==> src/hw/rtl/bhlc_pkg.sv <==
// shared types and constants for the bmp / ppm header length checker
package bhlc_pkg;

  typedef enum logic [3:0] {
    PH_START,
    PH_BMP_M,
    PH_BMP_SIZE,
    PH_PPM_6,
    PH_PPM_SP,
    PH_SKIP0,
    PH_SKIP1,
    PH_SKIP2,
    PH_NUM0,
    PH_NUM1,
    PH_NUM2,
    PH_CRLF,
    PH_DONE
  } phase_t;

  typedef enum logic [1:0] {
    DEC_PEND,
    DEC_REJ,
    DEC_ACC
  } dec_t;

  localparam logic [1:0] FMT_NONE = 2'd0;
  localparam logic [1:0] FMT_BMP  = 2'd1;
  localparam logic [1:0] FMT_PPM  = 2'd2;

  localparam logic [31:0] CAP_RESET = 32'd65536;
  localparam logic [31:0] CAP_MIN   = 32'd64;
  localparam logic [31:0] BMP_MIN   = 32'd54;
  localparam logic [31:0] MAXVAL    = 32'd255;
  localparam logic [31:0] BMP_LAST_POS = 32'd5;

  localparam logic [7:0] CH_B   = 8'h42;
  localparam logic [7:0] CH_M   = 8'h4D;
  localparam logic [7:0] CH_P   = 8'h50;
  localparam logic [7:0] CH_6   = 8'h36;
  localparam logic [7:0] CH_SP  = 8'h20;
  localparam logic [7:0] CH_TAB = 8'h09;
  localparam logic [7:0] CH_CR  = 8'h0D;
  localparam logic [7:0] CH_LF  = 8'h0A;
  localparam logic [7:0] CH_0   = 8'h30;
  localparam logic [7:0] CH_9   = 8'h39;

  function automatic logic is_ws(input logic [7:0] c);
    return (c == CH_SP) || (c == CH_TAB) || (c == CH_CR) || (c == CH_LF);
  endfunction

  function automatic logic is_dig(input logic [7:0] c);
    return (c >= CH_0) && (c <= CH_9);
  endfunction

endpackage

==> src/hw/rtl/bhlc_stream_if.sv <==
// valid/ready channel interfaces for input bytes and verdicts
interface bhlc_byte_if;
  logic       valid;
  logic       ready;
  logic [7:0] byte_value;
  logic       last;

  modport source(output valid, byte_value, last, input ready);
  modport sink(input valid, byte_value, last, output ready);
endinterface

interface bhlc_verdict_if;
  logic        valid;
  logic        ready;
  logic        accepted;
  logic [1:0]  image_format;
  logic [31:0] total_length;

  modport source(output valid, accepted, image_format, total_length, input ready);
  modport sink(input valid, accepted, image_format, total_length, output ready);
endinterface

==> src/hw/rtl/bhlc_length_unit.sv <==
// registered width * height * 3 for the ppm pixel byte count
module bhlc_length_unit #(
  parameter int AW = 14
) (
  input  logic              clk,
  input  logic [AW-1:0]     image_width,
  input  logic [AW-1:0]     image_height,
  output logic [2*AW+1:0]   pixel_bytes
);

  logic [2*AW-1:0] prod;

  // two register stages; height is known several bytes before maxval ends
  always_ff @(posedge clk) begin
    prod        <= image_width * image_height;
    pixel_bytes <= (2*AW+2)'(prod) + {1'b0, prod, 1'b0};
  end

endmodule

==> src/hw/rtl/bmp_ppm_header_length_check.sv <==
// top level: bmp / binary ppm header parser with length check against buffer capacity
// a verdict is registered: the deciding byte passes the input register, then sets the verdict register
// throughput: one byte per cycle; ready drops only while the verdict register is held
//   by the sink and the input register is full
// reset: synchronous, clears the parser to start of stream and capacity to 65536
// the ppm length product is taken from a two-stage registered multiplier
module bmp_ppm_header_length_check #(
  parameter int NUMBER_LIMIT = 8192
) (
  input  logic                 clk,
  input  logic                 rst,
  input  logic                 cfg_we,
  input  logic [31:0]          cfg_wdata,
  bhlc_byte_if.sink            byte_in,
  bhlc_verdict_if.source       verdict_out
);
  import bhlc_pkg::*;

  localparam int AW = $clog2(NUMBER_LIMIT + 1);
  localparam int SW = AW + 4;
  localparam int PW = 2 * AW + 2;
  localparam int TW = ((PW > 33) ? PW : 33) + 1;

  // input register
  logic        s_valid;
  logic [7:0]  s_byte;
  logic        s_last;

  // parser state
  phase_t          phase, phase_next;
  logic [31:0]     byte_position;
  logic [AW-1:0]   acc, acc_next;
  logic [AW-1:0]   image_width, image_width_next;
  logic [AW-1:0]   image_height, image_height_next;
  logic [31:0]     bmp_size_word, bmp_size_word_next;
  logic [31:0]     cap;

  // verdict register
  logic        o_valid;
  logic        o_accepted;
  logic [1:0]  o_format;
  logic [31:0] o_length;

  logic            advance;
  dec_t            dec;
  logic [1:0]      fmt;
  logic [31:0]     bmp_len;
  logic [3:0]      digit;
  logic [SW-1:0]   acc_sum;
  logic            hdr_inc;
  logic [32:0]     hdr;
  logic [TW-1:0]   total;
  logic            fits;
  logic [PW-1:0]   pixel_bytes;

  bhlc_length_unit #(.AW(AW)) u_len (
    .clk          (clk),
    .image_width  (image_width),
    .image_height (image_height),
    .pixel_bytes  (pixel_bytes)
  );

  assign advance       = s_valid && (!o_valid || verdict_out.ready);
  assign byte_in.ready = !s_valid || advance;

  assign verdict_out.valid        = o_valid;
  assign verdict_out.accepted     = o_accepted;
  assign verdict_out.image_format = o_format;
  assign verdict_out.total_length = o_length;

  // ascii digits carry their value in the low nibble
  assign digit   = s_byte[3:0];
  assign acc_sum = SW'({acc, 3'b000}) + SW'({acc, 1'b0}) + SW'(digit);

  // header ends one past the current byte, except after a cr, where the byte counts only if it is lf below capacity
  always_comb begin
    if (phase == PH_CRLF) begin
      hdr_inc = (byte_position < cap) && (s_byte == CH_LF);
    end else begin
      hdr_inc = 1'b1;
    end
  end

  assign hdr   = {1'b0, byte_position} + 33'(hdr_inc);
  assign total = TW'(hdr) + TW'(pixel_bytes);
  assign fits  = total < TW'(cap);

  always_comb begin
    phase_next         = phase;
    acc_next           = acc;
    image_width_next   = image_width;
    image_height_next  = image_height;
    bmp_size_word_next = bmp_size_word;
    dec                = DEC_PEND;
    fmt                = FMT_NONE;
    bmp_len            = bmp_size_word_next;
    if (phase != PH_DONE) begin
      if (phase != PH_CRLF && byte_position >= cap) begin
        dec = DEC_REJ;
      end else begin
        unique case (phase)
          PH_START: begin
            if (cap < CAP_MIN) dec = DEC_REJ;
            else if (s_byte == CH_B) phase_next = PH_BMP_M;
            else if (s_byte == CH_P) phase_next = PH_PPM_6;
            else dec = DEC_REJ;
          end
          PH_BMP_M: begin
            if (s_byte == CH_M) phase_next = PH_BMP_SIZE;
            else dec = DEC_REJ;
          end
          PH_BMP_SIZE: begin
            bmp_size_word_next = {s_byte, bmp_size_word[31:8]};
            bmp_len = bmp_size_word_next;
            if (byte_position >= BMP_LAST_POS) begin
              if (bmp_size_word_next >= BMP_MIN && bmp_size_word_next < cap) begin
                dec = DEC_ACC;
                fmt = FMT_BMP;
              end else begin
                dec = DEC_REJ;
              end
            end
          end
          PH_PPM_6: begin
            if (s_byte == CH_6) phase_next = PH_PPM_SP;
            else dec = DEC_REJ;
          end
          PH_PPM_SP: begin
            if (is_ws(s_byte)) phase_next = PH_SKIP0;
            else dec = DEC_REJ;
          end
          PH_SKIP0, PH_SKIP1, PH_SKIP2: begin
            if (!is_ws(s_byte)) begin
              if (!is_dig(s_byte)) begin
                dec = DEC_REJ;
              end else if (SW'(digit) > SW'(NUMBER_LIMIT)) begin
                dec = DEC_REJ;
              end else begin
                acc_next = AW'(digit);
                priority case (phase)
                  PH_SKIP0: phase_next = PH_NUM0;
                  PH_SKIP1: phase_next = PH_NUM1;
                  default:  phase_next = PH_NUM2;
                endcase
              end
            end
          end
          PH_NUM0, PH_NUM1, PH_NUM2: begin
            if (is_dig(s_byte)) begin
              acc_next = AW'(acc_sum);
              if (acc_sum > SW'(NUMBER_LIMIT)) dec = DEC_REJ;
            end else if (!is_ws(s_byte)) begin
              dec = DEC_REJ;
            end else if (phase == PH_NUM0) begin
              image_width_next = acc;
              phase_next = PH_SKIP1;
            end else if (phase == PH_NUM1) begin
              image_height_next = acc;
              phase_next = PH_SKIP2;
            end else if (32'(acc) != MAXVAL) begin
              dec = DEC_REJ;
            end else if (s_byte == CH_CR) begin
              phase_next = PH_CRLF;
            end else begin
              dec = fits ? DEC_ACC : DEC_REJ;
              fmt = FMT_PPM;
            end
          end
          PH_CRLF: begin
            dec = fits ? DEC_ACC : DEC_REJ;
            fmt = FMT_PPM;
          end
          default: dec = DEC_REJ;
        endcase
      end
      // stream ended with the decision still open
      if (dec == DEC_PEND && s_last) dec = DEC_REJ;
      if (dec != DEC_PEND) phase_next = PH_DONE;
    end
  end

  always_ff @(posedge clk) begin
    if (rst) begin
      s_valid <= 1'b0;
    end else if (byte_in.valid && byte_in.ready) begin
      s_valid <= 1'b1;
    end else if (advance) begin
      s_valid <= 1'b0;
    end
  end

  always_ff @(posedge clk) begin
    if (byte_in.valid && byte_in.ready) begin
      s_byte <= byte_in.byte_value;
      s_last <= byte_in.last;
    end
  end

  always_ff @(posedge clk) begin
    if (rst) begin
      cap <= CAP_RESET;
    end else if (cfg_we) begin
      cap <= cfg_wdata;
    end
  end

  always_ff @(posedge clk) begin
    if (rst) begin
      phase         <= PH_START;
      byte_position <= 32'd0;
    end else if (advance) begin
      if (s_last) begin
        phase         <= PH_START;
        byte_position <= 32'd0;
      end else begin
        phase <= phase_next;
        if (byte_position != 32'hFFFF_FFFF) byte_position <= byte_position + 32'd1;
      end
    end
  end

  // payload state, always rewritten before use within a stream
  always_ff @(posedge clk) begin
    if (advance) begin
      acc           <= acc_next;
      image_width   <= image_width_next;
      image_height  <= image_height_next;
      bmp_size_word <= bmp_size_word_next;
    end
  end

  always_ff @(posedge clk) begin
    if (rst) begin
      o_valid <= 1'b0;
    end else if (advance && dec != DEC_PEND) begin
      o_valid <= 1'b1;
    end else if (verdict_out.ready) begin
      o_valid <= 1'b0;
    end
  end

  always_ff @(posedge clk) begin
    if (advance && dec != DEC_PEND) begin
      o_accepted <= (dec == DEC_ACC);
      o_format   <= (dec == DEC_ACC) ? fmt : FMT_NONE;
      if (dec != DEC_ACC) o_length <= 32'd0;
      else if (fmt == FMT_BMP) o_length <= bmp_len;
      else o_length <= total[31:0];
    end
  end

endmodule

==> src/flat_wrapper.sv <==
// flat-port wrapper written by rule: the top's interface ports become plain ports
module bmp_ppm_header_length_check_flat import bhlc_pkg::*;
#(
  parameter int NUMBER_LIMIT = 8192
)
  (clk, rst, cfg_we, cfg_wdata, byte_in_valid, byte_in_byte_value, byte_in_last, byte_in_ready, verdict_out_valid, verdict_out_accepted, verdict_out_image_format, verdict_out_total_length, verdict_out_ready);
  bhlc_byte_if byte_in_i ();
  bhlc_verdict_if verdict_out_i ();
  input  logic clk;
  input  logic rst;
  input  logic cfg_we;
  input  logic [31:0] cfg_wdata;
  input wire logic [$bits(byte_in_i.valid)-1:0] byte_in_valid;
  input wire logic [$bits(byte_in_i.byte_value)-1:0] byte_in_byte_value;
  input wire logic [$bits(byte_in_i.last)-1:0] byte_in_last;
  output wire logic [$bits(byte_in_i.ready)-1:0] byte_in_ready;
  output wire logic [$bits(verdict_out_i.valid)-1:0] verdict_out_valid;
  output wire logic [$bits(verdict_out_i.accepted)-1:0] verdict_out_accepted;
  output wire logic [$bits(verdict_out_i.image_format)-1:0] verdict_out_image_format;
  output wire logic [$bits(verdict_out_i.total_length)-1:0] verdict_out_total_length;
  input wire logic [$bits(verdict_out_i.ready)-1:0] verdict_out_ready;
  assign byte_in_i.valid = byte_in_valid;
  assign byte_in_i.byte_value = byte_in_byte_value;
  assign byte_in_i.last = byte_in_last;
  assign byte_in_ready = byte_in_i.ready;
  assign verdict_out_valid = verdict_out_i.valid;
  assign verdict_out_accepted = verdict_out_i.accepted;
  assign verdict_out_image_format = verdict_out_i.image_format;
  assign verdict_out_total_length = verdict_out_i.total_length;
  assign verdict_out_i.ready = verdict_out_ready;
  bmp_ppm_header_length_check #(.NUMBER_LIMIT(NUMBER_LIMIT)) u_core (.clk(clk), .rst(rst), .cfg_we(cfg_we), .cfg_wdata(cfg_wdata), .byte_in(byte_in_i), .verdict_out(verdict_out_i));
endmodule
==> config.mk <==
export PLATFORM = sky130hd
export DESIGN_NAME = bmp_ppm_header_length_check_flat
export DESIGN_NICKNAME = d
export VERILOG_FILES = /design/src/hw/rtl/bhlc_pkg.sv /design/src/hw/rtl/bhlc_stream_if.sv /design/src/hw/rtl/bhlc_length_unit.sv /design/src/hw/rtl/bmp_ppm_header_length_check.sv /design/src/flat_wrapper.sv
export SDC_FILE = /design/constraint.sdc
export NUM_CORES = 1
export LEC_CHECK = 0
export BUFFER_PORTS_ARGS = -buffer_cell sky130_fd_sc_hd__clkbuf_2
export CAP_MARGIN = 10
export CORE_MARGIN = 10
export CORE_UTILIZATION = 41
export DETAILED_ROUTE_END_ITERATION = 10
export PLACE_DENSITY_LB_ADDON = 0.25
export REMOVE_ABC_BUFFERS = 1
export SLEW_MARGIN = 15
export SYNTH_ARGS = -nofsm -noshare
export SYNTH_HDL_FRONTEND = slang
export SYNTH_SLANG_ARGS = --single-unit
==> constraint.sdc <==
create_clock -name clk -period 26.4 [get_ports clk]
set_input_delay 5.28 -clock clk [delete_from_list [all_inputs] [get_ports clk]]
set_output_delay 5.28 -clock clk [all_outputs]
set_load 0.05 [all_outputs]
==> impl_metrics.ini <==
[layout]
area_growth_pct = 9.73
nets = 2724
final_cell_area_um2 = 23400
fillers = 4872
drive_above_1_share_pct = 9.08
n_antenna_cell = 0

[global_route]
grt_pass1_wl_um = 88200
grt_pass1_vias = 16800
grt_usage_pct = 17.6
grt_overflow_total = 0
grt_max_degree = 40
antenna_found_initial = 1

[floorplan]
core_area_um2 = 51400
dieWidth_um = 248
die-area_um2 = 61600
ios = 83
fp.dieH_um = 248
rows = 83
initial_core_util_pct = 41.5

[worst_setup_path]
reg2reg_slack_ns = 17.83
required_ns = 21.12
worstPathArrival_ns = 5.89
cp-end-kind = primary output
r2r_cells = 31
path_max_fanout = 3
critPathLaunchType = primary input
reg2reg_from = u_core.cap[15]
r2r-end = u_core.verdict_out.total_length[31]
crit_type = in2out

[placement]
dp_hpwl_um = 42500
numPortBuffers = 82
postPlaceCellArea_um2 = 22500
routabilityCongestion = 0.889

[clocking]
post_cts_buffers = 0
cts_resized = 0
numCtsBuffers = 27
cts_tree = done
clk_pin_slew_worst_paths_ns = 0.06
cts_root_buf = clkbuf_16
clk_latency_ns = 0.56
max-clock-path-buffers = 3
hold_buffers = 0
clock-sinks = 246
htreeDepth = 1

[logic_synthesis]
syn_area_um2 = 21300
yosysTopAreaCell = edfxtp_1
synth_common_cells = ha_1 (274), inv_1 (223), and2_1 (155)
ys.warnings.count = 0
netlist_top_cells_area = edfxtp_1 (17%), ha_1 (16%), fa_1 (14%), dfxtp_1 (12%), and2_1 (4.5%)
synthFlopType = dfxtp_1
synth_edf_count = 118
yosysTopAreaCellShare_pct = 16.6
synthArstFlopShare_pct = 0
yosysMostFrequentCell = ha_1
ys_seq_elements = 246
postSynthCellCount = 2195
synth_cell_type_count = 78
ys_seq_area_share_pct = 28.6
avgSynthCellArea_um2 = 9.72

[worst_hold_path]
worstHoldPathType = reg2reg
hp-start = u_core.u_len.prod[0]
whs_endpoint = u_core.u_len.pixel_bytes[0]
min_path_cells = 0

[sta]
worstMarginPinSlew_ns = 1.15
fin_skew_ns = 0.0171
rsz0062_at_grt = false
fin_hold_ws_ns = 0.368
slew_violations = 0
fin_crit_sh_pct = 42.3
setup_viol = 0
relSlewSlack_pct = 23.2
hold_viol = 0
tns_ns = 0
timing.fmax_mhz = 89.5
min_period_ns = 11.17

[detailed_routing]
vias = 16300
dr.first_iter.drc_count = 854
wl_um = 54100
wl_per_cell_um = 18.3
ant_nets = 0
first_pass_iters = 5
drcViolationCount = 0
avgViaCountPerCell = 5.49

[power_and_ir_drop]
p_leak_nw = 10.4
vdd_drop_max_mv = 0.0418
power_density_nw_per_um2 = 38.3

[status]
status = complete, no violations

[run]
max_cap_violations = 0
cell type report:
cell class | count | area, um^2 | share of cell area [%]
multi-input cells | 1663 | 14200 | 60.5
flip-flops and latches | 246 | 6110 | 26.1
well taps | 680 | 851 | 3.63
inverters | 223 | 837 | 3.57
clock buffers | 28 | 679 | 2.90
repair buffers | 97 | 523 | 2.23
clock inverters | 22 | 250 | 1.07
worst max-delay path, cell delays in order:
cell and delay (ns):
clkbuf_2 0.09, nor2b_1 0.18, nand2_1 0.10, clkbuf_2 0.24
sequential cells by signal, summed over array words and instances (netlist names), 2 cells and up:
name and count:
u_core.cap 32, u_core.u_len.prod 28, u_core.bmp_size_word 32, u_core.verdict_out.total_length 32, u_core.image_height 14, u_core.acc 14
u_core.phase 4, u_core.u_len.pixel_bytes 30, u_core.verdict_out.image_format 2, u_core.image_width 14, u_core.byte_position 32, u_core.s_byte 8
cells by family (layout without fill, tap and decap cells):
logic type / after synthesis / count (layout) / share of synthesized area [%]
simple gates: 676 / 676 / 16.5
fa+ha+maj: 420 / 420 / 29.8
compound gates: 401 / 401 / 12.5
buf+inv: 286 / 370 / 5.16
flops: 246 / 246 / 28.6
xor+xnor: 99 / 99 / 4.06
mux: 67 / 67 / 3.35
placed cells by master, fill, tap and decap left out, types with 82 or more instances in the layout:
cell type and n:
ha_1 274, inv_1 223, and2_1 155, nor2_1 152, fa_1 146, dfxtp_1 128, nand2_1 124, edfxtp_1 118
a21oi_1 102, clkbuf_2 82
how the worst max path moves through the flow:
stage | to | slack [ns] | from | cells past startpoint
floorplan | byte_in_ready | 15.36 | verdict_out_ready | 2
global placement | byte_in_ready | 15.22 | verdict_out_ready | 4
detailed placement | byte_in_ready | 15.23 | verdict_out_ready | 4
CTS | byte_in_ready | 15.22 | verdict_out_ready | 4
global route | byte_in_ready | 15.18 | verdict_out_ready | 4
finish | byte_in_ready | 15.23 | verdict_out_ready | 4
metrics by stage:
stage	utilization, %	worst slack [ns]	instances	power [mW]
floorplan	-	15.36	2132	0.481
global route	45.6	15.18	2959	0.932
detailed placement	43.7	15.23	2909	0.510
CTS	45.5	15.22	2959	0.906
finish	45.6	15.23	2959	0.896
global placement	43.7	15.22	2909	0.508
layer usage:
| layer | routed length, um | track usage (%) | up-vias | part of all wire (%) |
|---|---|---|---|---|
| li1 | - | - | 7872 | - |
| met1 | 24200 | 22.6 | 7950 | 45 |
| met2 | 25900 | 30.8 | 346 | 48 |
| met3 | 2280 | 1.66 | 83 | 4.2 |
| met4 | 1680 | 5.58 | 0 | 3.1 |
| met5 | 0 | 0 | - | 0 |
power by group:
part           total, mW  internal, mW  switching [mW]
Combinational     0.0836        0.0308          0.0527
Clock              0.394         0.229           0.165
Sequential         0.419         0.410         0.00885
Note: power is estimated with default switching activity, not from simulation.
